## src/rtl/bdq_pkg.sv

```systemverilog
// Shared types for the bounded deque core: command codes and result status codes.
// No dependencies.
package bdq_pkg;

    localparam int VALUE_WIDTH = 32;

    typedef enum logic [2:0] {
        CMD_PUSH_FRONT = 3'd0,
        CMD_PUSH_BACK  = 3'd1,
        CMD_WALK_FWD   = 3'd2,
        CMD_WALK_REV   = 3'd3,
        CMD_POP_FRONT  = 3'd4,
        CMD_POP_BACK   = 3'd5
    } cmd_t;

    typedef enum logic [1:0] {
        STAT_OK    = 2'd0,
        STAT_EMPTY = 2'd1,
        STAT_FULL  = 2'd2
    } status_t;

endpackage

```

## src/rtl/bdq_ring.sv

```systemverilog
// Ring store of the deque: one write port, one read port with registered read data.
// No package dependencies.
module bdq_ring #(
    parameter int DEPTH = 64,
    parameter int WIDTH = 32,
    localparam int AW = $clog2(DEPTH)
) (
    input  logic             aclk,
    input  logic             we,
    input  logic [AW-1:0]    waddr,
    input  logic [WIDTH-1:0] wdata,
    input  logic             re,
    input  logic [AW-1:0]    raddr,
    output logic [WIDTH-1:0] rdata
);

    logic [WIDTH-1:0] mem [DEPTH];
    logic [WIDTH-1:0] rdata_reg;

    always_ff @(posedge aclk) begin
        if (we) begin
            mem[waddr] <= wdata;
        end
    end

    always_ff @(posedge aclk) begin
        if (re) begin
            rdata_reg <= mem[raddr];
        end
    end

    assign rdata = rdata_reg;

endmodule

```

## src/rtl/bounded_deque_with_traversal_core.sv

```systemverilog
// Top level of the bounded deque with traversal.
// Depends on bdq_pkg and bdq_ring.
//
// Usage:
//   Input channel s_valid/s_ready carries one command (s_cmd) and a push value.
//   Result channel m_valid/m_ready carries out_value, last_of_run and status.
//   Push and pop commands give one result; a walk gives one result per stored
//   value, front-to-back or back-to-front, with last_of_run on the final one.
//   Errors (push when full, pop or walk when empty) give one result with
//   status set and change nothing. Codes 6 and 7 are dropped without a result.
// Timing:
//   One command at a time. Push and error results are loaded in ST_RESP, pop
//   results in ST_STREAM after the registered ring read; the next command
//   is taken back in ST_IDLE. A walk of N values loads its first value the
//   same way, then one per cycle while the receiver does not stall. The single
//   ring read port sets the rate. s_ready is high whenever no command is in
//   flight, even while a result still waits in the output register.
// Reset (aresetn low, synchronous): queue empty, front at zero, output empty.
// Receiver stall: the output register holds; the walk pauses without losing data.
module bounded_deque_with_traversal_core #(
    parameter int DEPTH      = 64,
    parameter int DATA_WIDTH = 32
) (
    input  logic                                 aclk,
    input  logic                                 aresetn,
    input  logic                                 s_valid,
    output logic                                 s_ready,
    input  logic [2:0]                           s_cmd,
    input  logic signed [bdq_pkg::VALUE_WIDTH-1:0] s_push_value,
    output logic                                 m_valid,
    input  logic                                 m_ready,
    output logic signed [bdq_pkg::VALUE_WIDTH-1:0] m_out_value,
    output logic                                 m_last_of_run,
    output logic [1:0]                           m_status
);

    import bdq_pkg::*;

    localparam int IW = $clog2(DEPTH);
    localparam int CW = $clog2(DEPTH + 1);
    localparam int SW = IW + 1;
    localparam int XW = (DATA_WIDTH > VALUE_WIDTH) ? DATA_WIDTH : VALUE_WIDTH;

    typedef enum logic [1:0] {
        ST_IDLE,
        ST_RESP,
        ST_STREAM
    } state_t;

    function automatic logic [IW-1:0] ring_add(input logic [IW-1:0] pos,
                                               input logic [CW-1:0] off);
        logic [SW-1:0] s;
        s = SW'(pos) + SW'(off);
        if (s >= SW'(DEPTH)) begin
            s = s - SW'(DEPTH);
        end
        return s[IW-1:0];
    endfunction

    function automatic logic [IW-1:0] ring_dec(input logic [IW-1:0] pos);
        return (pos == '0) ? IW'(DEPTH - 1) : pos - IW'(1);
    endfunction

    state_t                        state_reg;
    logic [IW-1:0]                 front_reg;
    logic [CW-1:0]                 count_reg;
    status_t                       resp_status_reg;
    logic                          walk_fwd_reg;
    logic [IW-1:0]                 walk_pos_reg;
    logic [IW-1:0]                 walk_left_reg;
    logic                          m_valid_reg;
    logic signed [VALUE_WIDTH-1:0] m_out_value_reg;
    logic                          m_last_reg;
    status_t                       m_status_reg;

    logic                  accept;
    logic                  slot_free;
    logic                  full;
    logic                  empty;
    logic [CW-1:0]         count_m1;
    logic [IW-1:0]         front_dec;
    logic [IW-1:0]         front_inc;
    logic [IW-1:0]         back_pos;
    logic [IW-1:0]         tail_pos;
    logic [IW-1:0]         walk_step;
    logic [XW-1:0]         push_wide;
    logic [XW-1:0]         rd_wide;
    logic                  mem_we;
    logic [IW-1:0]         mem_waddr;
    logic                  mem_re;
    logic [IW-1:0]         mem_raddr;
    logic [DATA_WIDTH-1:0] mem_rdata;

    assign s_ready   = (state_reg == ST_IDLE);
    assign accept    = s_valid && s_ready;
    assign slot_free = !m_valid_reg || m_ready;
    assign full      = (count_reg == CW'(DEPTH));
    assign empty     = (count_reg == '0);
    assign count_m1  = count_reg - CW'(1);
    assign front_dec = ring_dec(front_reg);
    assign front_inc = ring_add(front_reg, CW'(1));
    assign back_pos  = ring_add(front_reg, count_m1);
    assign tail_pos  = ring_add(front_reg, count_reg);
    assign walk_step = walk_fwd_reg ? ring_add(walk_pos_reg, CW'(1)) : ring_dec(walk_pos_reg);
    assign push_wide = XW'($unsigned(s_push_value));
    assign rd_wide   = XW'(mem_rdata);

    always_comb begin
        mem_we    = 1'b0;
        mem_waddr = front_dec;
        mem_re    = 1'b0;
        mem_raddr = front_reg;
        if (accept) begin
            unique case (s_cmd)
                CMD_PUSH_FRONT: begin
                    mem_we    = !full;
                    mem_waddr = front_dec;
                end
                CMD_PUSH_BACK: begin
                    mem_we    = !full;
                    mem_waddr = tail_pos;
                end
                CMD_WALK_FWD, CMD_POP_FRONT: begin
                    mem_re    = !empty;
                    mem_raddr = front_reg;
                end
                CMD_WALK_REV, CMD_POP_BACK: begin
                    mem_re    = !empty;
                    mem_raddr = back_pos;
                end
                default: begin
                end
            endcase
        end else if (state_reg == ST_STREAM && slot_free && walk_left_reg != '0) begin
            mem_re    = 1'b1;
            mem_raddr = walk_step;
        end
    end

    bdq_ring #(
        .DEPTH (DEPTH),
        .WIDTH (DATA_WIDTH)
    ) u_ring (
        .aclk  (aclk),
        .we    (mem_we),
        .waddr (mem_waddr),
        .wdata (push_wide[DATA_WIDTH-1:0]),
        .re    (mem_re),
        .raddr (mem_raddr),
        .rdata (mem_rdata)
    );

    always_ff @(posedge aclk) begin
        if (!aresetn) begin
            state_reg   <= ST_IDLE;
            front_reg   <= '0;
            count_reg   <= '0;
            m_valid_reg <= 1'b0;
        end else begin
            if (m_valid_reg && m_ready && state_reg == ST_IDLE) begin
                m_valid_reg <= 1'b0;
            end
            unique case (state_reg)
                ST_IDLE: begin
                    if (s_valid) begin
                        unique case (s_cmd)
                            CMD_PUSH_FRONT, CMD_PUSH_BACK: begin
                                if (full) begin
                                    resp_status_reg <= STAT_FULL;
                                end else begin
                                    resp_status_reg <= STAT_OK;
                                    count_reg       <= count_reg + CW'(1);
                                    if (s_cmd == CMD_PUSH_FRONT) begin
                                        front_reg <= front_dec;
                                    end
                                end
                                state_reg <= ST_RESP;
                            end
                            CMD_WALK_FWD, CMD_WALK_REV: begin
                                if (empty) begin
                                    resp_status_reg <= STAT_EMPTY;
                                    state_reg       <= ST_RESP;
                                end else begin
                                    walk_fwd_reg  <= (s_cmd == CMD_WALK_FWD);
                                    walk_pos_reg  <= mem_raddr;
                                    walk_left_reg <= IW'(count_m1);
                                    state_reg     <= ST_STREAM;
                                end
                            end
                            CMD_POP_FRONT, CMD_POP_BACK: begin
                                if (empty) begin
                                    resp_status_reg <= STAT_EMPTY;
                                    state_reg       <= ST_RESP;
                                end else begin
                                    if (s_cmd == CMD_POP_FRONT) begin
                                        front_reg <= front_inc;
                                    end
                                    count_reg     <= count_m1;
                                    walk_fwd_reg  <= 1'b1;
                                    walk_pos_reg  <= mem_raddr;
                                    walk_left_reg <= '0;
                                    state_reg     <= ST_STREAM;
                                end
                            end
                            default: begin
                            end
                        endcase
                    end
                end
                ST_RESP: begin
                    if (slot_free) begin
                        m_valid_reg     <= 1'b1;
                        m_out_value_reg <= '0;
                        m_last_reg      <= 1'b1;
                        m_status_reg    <= resp_status_reg;
                        state_reg       <= ST_IDLE;
                    end
                end
                ST_STREAM: begin
                    if (slot_free) begin
                        m_valid_reg     <= 1'b1;
                        m_out_value_reg <= signed'(rd_wide[VALUE_WIDTH-1:0]);
                        m_last_reg      <= (walk_left_reg == '0);
                        m_status_reg    <= STAT_OK;
                        if (walk_left_reg == '0) begin
                            state_reg <= ST_IDLE;
                        end else begin
                            walk_left_reg <= walk_left_reg - IW'(1);
                            walk_pos_reg  <= walk_step;
                        end
                    end
                end
                default: begin
                    state_reg <= ST_IDLE;
                end
            endcase
        end
    end

    assign m_valid       = m_valid_reg;
    assign m_out_value   = m_out_value_reg;
    assign m_last_of_run = m_last_reg;
    assign m_status      = m_status_reg;

`ifndef SYNTHESIS
    a_count_bound: assert property (@(posedge aclk) disable iff (!aresetn)
        count_reg <= CW'(DEPTH))
        else $error("entry count above depth");

    a_push_grows: assert property (@(posedge aclk) disable iff (!aresetn)
        (accept && (s_cmd == CMD_PUSH_FRONT || s_cmd == CMD_PUSH_BACK) && !full)
        |=> count_reg == $past(count_reg) + CW'(1))
        else $error("accepted push did not grow the queue");

    a_pop_shrinks: assert property (@(posedge aclk) disable iff (!aresetn)
        (accept && (s_cmd == CMD_POP_FRONT || s_cmd == CMD_POP_BACK) && !empty)
        |=> count_reg == $past(count_reg) - CW'(1))
        else $error("accepted pop did not shrink the queue");

    a_walk_in_range: assert property (@(posedge aclk) disable iff (!aresetn)
        state_reg == ST_STREAM |-> (CW'(walk_left_reg) < count_reg || walk_left_reg == '0))
        else $error("walk runs past stored entries");

    a_mid_run: assert property (@(posedge aclk) disable iff (!aresetn)
        (m_valid_reg && !m_last_reg) |-> state_reg == ST_STREAM)
        else $error("non-final transaction outside a walk");
`endif

endmodule

```

## config.mk

```make
export PLATFORM = sky130hd
export DESIGN_NAME = bounded_deque_with_traversal_core
export DESIGN_NICKNAME = d
export VERILOG_FILES = /design/src/rtl/bdq_pkg.sv /design/src/rtl/bdq_ring.sv /design/src/rtl/bounded_deque_with_traversal_core.sv
export SDC_FILE = /design/constraint.sdc
export NUM_CORES = 2
export LEC_CHECK = 0
export BUFFER_PORTS_ARGS = -buffer_cell sky130_fd_sc_hd__buf_2
export CORE_UTILIZATION = 54
export DETAILED_ROUTE_END_ITERATION = 8
export GPL_TIMING_DRIVEN = 1
export PLACE_DENSITY = 0.7
export SYNTH_ARGS = -nofsm -noshare
export SYNTH_HDL_FRONTEND = slang
export SYNTH_HIERARCHICAL = 1
export SYNTH_SLANG_ARGS = --single-unit
```

## constraint.sdc

```tcl
create_clock -name aclk -period 7 [get_ports aclk]
set_input_delay 1.4 -clock aclk [delete_from_list [all_inputs] [get_ports aclk]]
set_output_delay 1.4 -clock aclk [all_outputs]
set_load 0.01 [all_outputs]
```

== Yosys cells after proc, flatten, opt, wreduce, memory -nomap -nowiden ==
Memory sizes are Yosys's and may differ from the RTL's. A register that Yosys moved wholly into a read port is not among the register bits.
Index checks and enable logic that the tools add are counted.

* $add $sub $neg: 13
* Order comparisons: 4
* Equality and inequality tests: 25
* Mux-type cells: 64
* Reductions and logical operators: 35

{| class="wikitable"
|+ Operators with widths
! kind !! number
|-
| $mux 6 || 26
|-
| $mux 32 || 2
|-
| $pmux 32 s2 || 1
|-
| $pmux 6 s2 || 4
|-
| $sub 6x1->6 const B || 7
|-
| $ge 7x7->1 const B || 4
|-
| $ne 2x2->1 const B || 10
|-
| $logic_not 6->1 || 3
|-
| $mux 2 || 8
|-
| $reduce_and 5->1 || 3
|-
| $add 6x1->7 const B || 2
|-
| $add 6x7->7 || 2
|-
| $mux 1 || 14
|-
| $mux 7 || 2
|-
| $pmux 7 s2 || 1
|-
| $reduce_and 7->1 || 2
|-
| $pmux 2 s2 || 3
|-
| $reduce_bool 2->1 || 5
|-
| $reduce_or 2->1 || 5
|-
| $ne 3x3->1 const B || 3
|-
| $reduce_and 8->1 || 1
|-
| $add 7x1->7 const B || 1
|-
| $eq 7x7->1 const B || 1
|-
| $logic_not 7->1 || 1
|-
| other kinds (19) || 30
|}

* Bits in registers: 66
* Bits in writable memories: 2,048
* Input bits: 39
* Output and inout bits: 37
* Word-level logic and storage cells: 153
* Memories kept: 1

{| class="wikitable"
|+ Memories
! name !! depth !! bits a word !! rd ports !! clocked after memory_dff !! write ports !! RTL line !! RTL
|-
| u_ring.mem || 64 || 32 || 1 || 1 || 1 || bdq_ring.sv:17 || <nowiki>logic [WIDTH-1:0] mem [DEPTH];</nowiki>
|}

== Logic depth before layout (Yosys ltp) ==
* Depth after elaboration: 10
* Gate-level depth with buffers: 18
* Gate-level depth less buffers: 16

== Modules after synthesis ==
Netlist, hierarchy kept.

{| class="wikitable"
|+ Modules (own cells, without submodules)
! module !! instances !! cells an instance !! area each (sq um) !! sequential area each (sq um)
|-
| bdq_ring || 1 || 3,511 || 79,359.9 || 62,459.9
|-
| bounded_deque_with_traversal_core || 1 || 444 || 4,247.8 || 1,821.7
|}

== Worst setup path before layout ==
No wires, ideal clock.

* Kind: input to register
* From: input port s_cmd[2]
* To: memory u_ring.mem[28][0] (enable)
* Library setup time: 0.421 ns
* Data arrival time: 4.700 ns
* Required time: 6.579 ns
* Slack: 1.879 ns
* Stages: 10
* Path buffers: 3
* Cell sequence: clkbuf_1 -> nor2_1 -> nand2_1 -> o21ai_0 -> o21ai_0 -> clkbuf_1 -> or3b_2 -> or2_2 -> clkbuf_1 -> nor2_1

* Elaborated cells on any way between the ends: 9
* Those cells by class: eq/ne: 1; mux: 6; reduce/logical: 2

{| class="wikitable"
|+ RTL lines
! what !! RTL line !! RTL
|-
| start, declared || bounded_deque_with_traversal_core.sv:28 || <nowiki>input logic [2:0] s_cmd,</nowiki>
|-
| $eq 3x1->1 || bounded_deque_with_traversal_core.sv:114 || <nowiki>unique case (s_cmd)</nowiki>
|-
| $mux 6 || bounded_deque_with_traversal_core.sv:114 ||
|-
| $mux 6 || bounded_deque_with_traversal_core.sv:113 || <nowiki>if (accept) begin</nowiki>
|-
| named net mem_waddr[2] || bounded_deque_with_traversal_core.sv:89 || <nowiki>logic [IW-1:0] mem_waddr;</nowiki>
|-
| end, declared || bdq_ring.sv:17 ||
|}

The timed path passes the listed nets, and every way through them passes these cells.

== Worst setup path after layout ==
* From: register count_reg[0]
* To: register u_ring.rdata_reg[27], in the netlist u_ring/rdata[27] (read register of u_ring.mem) (data pin)

* Longest elaborated chain between the ends: 6
* Elaborated cells on any way between the ends: 11
* Those cells by class: add/sub: 3; order compare: 1; mux: 5; reduce/logical: 2

{| class="wikitable"
|+ RTL lines
! what !! RTL line !! RTL
|-
| start, declared || bounded_deque_with_traversal_core.sv:66 || <nowiki>logic [CW-1:0] count_reg;</nowiki>
|-
| start signal, assigned || bounded_deque_with_traversal_core.sv:172 || <nowiki>count_reg <= count_reg + CW'(1);</nowiki>
|-
| start signal, assigned || bounded_deque_with_traversal_core.sv:198 || <nowiki>count_reg <= count_m1;</nowiki>
|-
| $sub 7x1->7 * || bounded_deque_with_traversal_core.sv:99 || <nowiki>assign count_m1 = count_reg - CW'(1);</nowiki>
|-
| $add 6x7->7 * || bounded_deque_with_traversal_core.sv:53 || <nowiki>s = SW'(pos) + SW'(off);</nowiki>
|-
| $sub 6x1->6 / $ge 7x7->1 (equally long branches) || bounded_deque_with_traversal_core.sv:55, bounded_deque_with_traversal_core.sv:54 ||
|-
| $mux 6 * || bounded_deque_with_traversal_core.sv:54 || <nowiki>if (s >= SW'(DEPTH)) begin</nowiki>
|-
| $mux 6 * || bounded_deque_with_traversal_core.sv:114 ||
|-
| $mux 6 * || bounded_deque_with_traversal_core.sv:113 ||
|-
| named net mem_raddr[5] || bounded_deque_with_traversal_core.sv:91 || <nowiki>logic [IW-1:0] mem_raddr;</nowiki>
|-
| end, declared || bdq_ring.sv:18 || <nowiki>logic [WIDTH-1:0] rdata_reg;</nowiki>
|}

Mark *: on every way through the listed nets, which the timed path passes. The rest lies on a longest branch.
A chain may end at the register's enable or synchronous reset.

==> results_dict.tcl <==
set metrics [dict create \
    power_frac_comb_pct 13.5 \
    setup.worst_path.start_class "flip-flop" \
    max_clock_freq_mhz 187 \
    gp_congestion 0.891 \
    cts_tree "done" \
    drc 0 \
    initial_core_util_pct 54.3 \
    p_sw_mw 7.37 \
    yosysWarnings 6 \
    htreeDepth 4 \
    setup_ws_ps 1650 \
    numCtsBuffers 208 \
    clk-insertion-delay-late_ps 860 \
    drt_wl_total_um 207000 \
    gr-max-usage-layer "met2" \
    r2r-end "u_ring/rdata[27]" \
    cp_num_buf_inv 1 \
    min_to "state_reg[1]" \
    die_x_um 395 \
    drv_slew 0 \
    cts_hold_buf 0 \
    cts-root-buf "clkbuf_16" \
    drt_first_pass_iters 5 \
    worstReg2RegStart "count_reg[0]" \
    portBuffers 75 \
    synth_top_cell_area_share_pct 76.5 \
    drtAntennaViolNets 0 \
    pwr-share-seq_pct 48.8 \
    worst_path_max_delay_cell "a211oi_4" \
    cell_internal_pwr_mw 22.0 \
    postCtsSetupBuffers 0 \
    use_met3_pct 6.20 \
    crit_arrival_ps 5930 \
    status "complete, no violations" \
    wl_per_cell_um 32.3 \
    path_cells "inv_1 > ha_1 > xor2_1 > ha_1 > o21ai_0 > o21bai_1 > a221oi_1 > o21ai_1 > a211oi_4 > nand2_1 > a211oi_1 > a311o_1 > a21oi_1" \
    holdPathStages 2 \
    coreArea_mm2 0.154 \
    clkPwrFrac_pct 37.6 \
    cts_buffer_depth 3 \
    grt_pass1_wl_um 297000 \
    dp_hpwl_um 122000 \
    place_inst 6025 \
    grt_pass1_vias 41400 \
    timing.final.crit_share_pct 76.5 \
    cpMostUsedCell "ha_1" \
    hp-start "state_reg[1]" \
    ys_ff_latch 2146 \
    crit_fanout 25 \
    critPathCaptureType "flip-flop" \
    worstSetupPathType "flip-flop to flip-flop" \
    syn_to_final_growth_pct 12.6 \
    die_area_mm2 0.156 \
    synth_enable_flop_cells 2130 \
    hold_class "flip-flop to flip-flop" \
    drtIter0Drc 5076 \
    largest_reg_flops 2048 \
    required_ps 7580 \
    p_per_area_mw_per_mm2 312 \
    vias_per_cell 6.54 \
    synthArstFlopShare_pct 0 \
    worstMarginPinSlew_ps 1320 \
    syn_avg_cell_area_um2 21.1 \
    synthMostInstantiatedCell "edfxtp_1" \
    yosysTopAreaCell "edfxtp_1" \
    vias 42000 \
    min_period_ps 5350 \
    syn_nets 4021 \
    met1_usage_pct 38.1 \
    grt_start_max_net_pins 82 \
    grt_overflow 0 \
    rr_worst_depth 13 \
    total_power_mw 29.4 \
    met2_usage_pct 41.9 \
    fin_nets 4257 \
    fill_cells 10600 \
    p_leak_nw 28.9 \
    p_sw_share_pct 25.1 \
    antenna_found_initial 10 \
    ys_top_cells_by_count "edfxtp_1 (2130), mux4_2 (446), mux2i_1 (198)" \
    grt.total_usage_pct 26.7 \
    post-place-ws_ps 1160 \
    slew_headroom_pct 11.7 \
    finalHoldViolCount 0 \
    ctsResizeCount 0 \
    r2r_slack_ps 1650 \
    synth_cell_types 77 \
    slowest_delay_ps 1060 \
    synth_area_mm2 0.0836 \
    setup_violations 0 \
    yosys-top-cells-area "edfxtp_1 (77%), mux4_2 (12%), mux2i_1 (2.4%)" \
    dieHeight_um 395 \
    synthCells 3955 \
    tns_ps 0 \
    critPathTopFamily "compound AO/OA/AOI/OAI gates" \
    ys_seq_area_share_pct 76.9 \
    pin_count 76 \
    final_cell_count_no_fill 6417 \
    max_cap_violations 0 \
    drive_gt1_share_pct 25.3 \
    clock-sinks 2146 \
    ir_worst_vdd_v 0.000277 \
    clkTransAtPathRegs_ps 60 \
    rsz0062_at_grt "no" \
    utilization_pct 61.2 \
    synth-main-ff-cell "edfxtp_1" \
    fin_skew_ps 46.3 \
    num_rows 144 \
]
cells by family after synthesis:
logic type,count (synthesis),synth area share [%]
simple gates,389,2.32
fa+ha+maj,27,0.422
compound gates,470,3.96
xor+xnor,24,0.251
flops,2146,76.9
buf+inv,254,1.77
mux,645,14.4
final cells by class:
class	count	area, µm²	area share (%)
flip-flops and latches	2146	64300	68.3
multi-input cells	1555	18400	19.6
clock inverters	137	1360	1.45
inverters	25	93.8	0.0997
well taps	2044	2560	2.72
repair buffers	255	1950	2.07
clock buffers	251	5410	5.75
diodes	4	10.0	0.0106
worst max-delay path by stage:
stage	startpoint	slack (ps)	endpoint	cells past startpoint
2_1_floorplan	s_cmd[2]	1880	u_ring/mem[28][0]	10
3_3_place_gp	s_valid	1310	u_ring/rdata[31]	9
3_5_place_dp	s_valid	1160	u_ring/rdata[31]	9
4_1_cts	count_reg[0]	1600	u_ring/rdata[27]	13
5_1_grt	count_reg[0]	1290	u_ring/rdata[27]	13
6_report	count_reg[0]	1650	u_ring/rdata[27]	13
metrics by stage:
| step | hold slack [ps] | cell area (µm²) |
|---|---|---|
| final | 496 | 94100 |
| after global routing | 509 | 94100 |
| after CTS | 493 | 94100 |
| after detailed placement | 483 | 87300 |
| after global placement | 484 | 87300 |
| after floorplan | 462 | 83600 |
tightest hold or removal path: stages (launching register included):
cell and delay, ps:
dfxtp_1 330, nand2b_1 70, a21oi_1 50
layer usage:
metal / part of all wire [%] / wire (µm)
met3: 11 / 23200
met5: 0.011 / 23
met1: 39 / 79900
met4: 2.3 / 4810
met2: 48 / 99200
power groups by stage:
| stage | Sequential, mW | Clock (mW) | Combinational (mW) |
|---|---|---|---|
| after floorplan | 14.6 | 0 | 2.46 |
| after global placement | 14.6 | 0 | 3.90 |
| after detailed placement | 14.6 | 0 | 3.94 |
| after CTS | 14.4 | 11.2 | 3.95 |
| after global routing | 14.4 | 11.7 | 4.18 |
| final | 14.4 | 11.1 | 3.98 |
cell usage in the layout, fill, tap and decap left out, drive strengths merged, types with 22 or more instances in the layout:
| master | n |
|---|---|
| edfxtp | 2130 |
| mux4 | 446 |
| buf | 255 |
| clkbuf | 251 |
| mux2i | 198 |
| a22oi | 130 |
| nor2 | 119 |
| clkinv | 99 |
| o21ai | 62 |
| nand2 | 60 |
| nand3 | 58 |
| a21oi | 51 |
| o22ai | 46 |
| and2 | 38 |
| inv | 34 |
| a211oi | 29 |
| a31oi | 28 |
| ha | 25 |
| nor2b | 22 |
No activity file was read; power rests on OpenSTA's default activity.
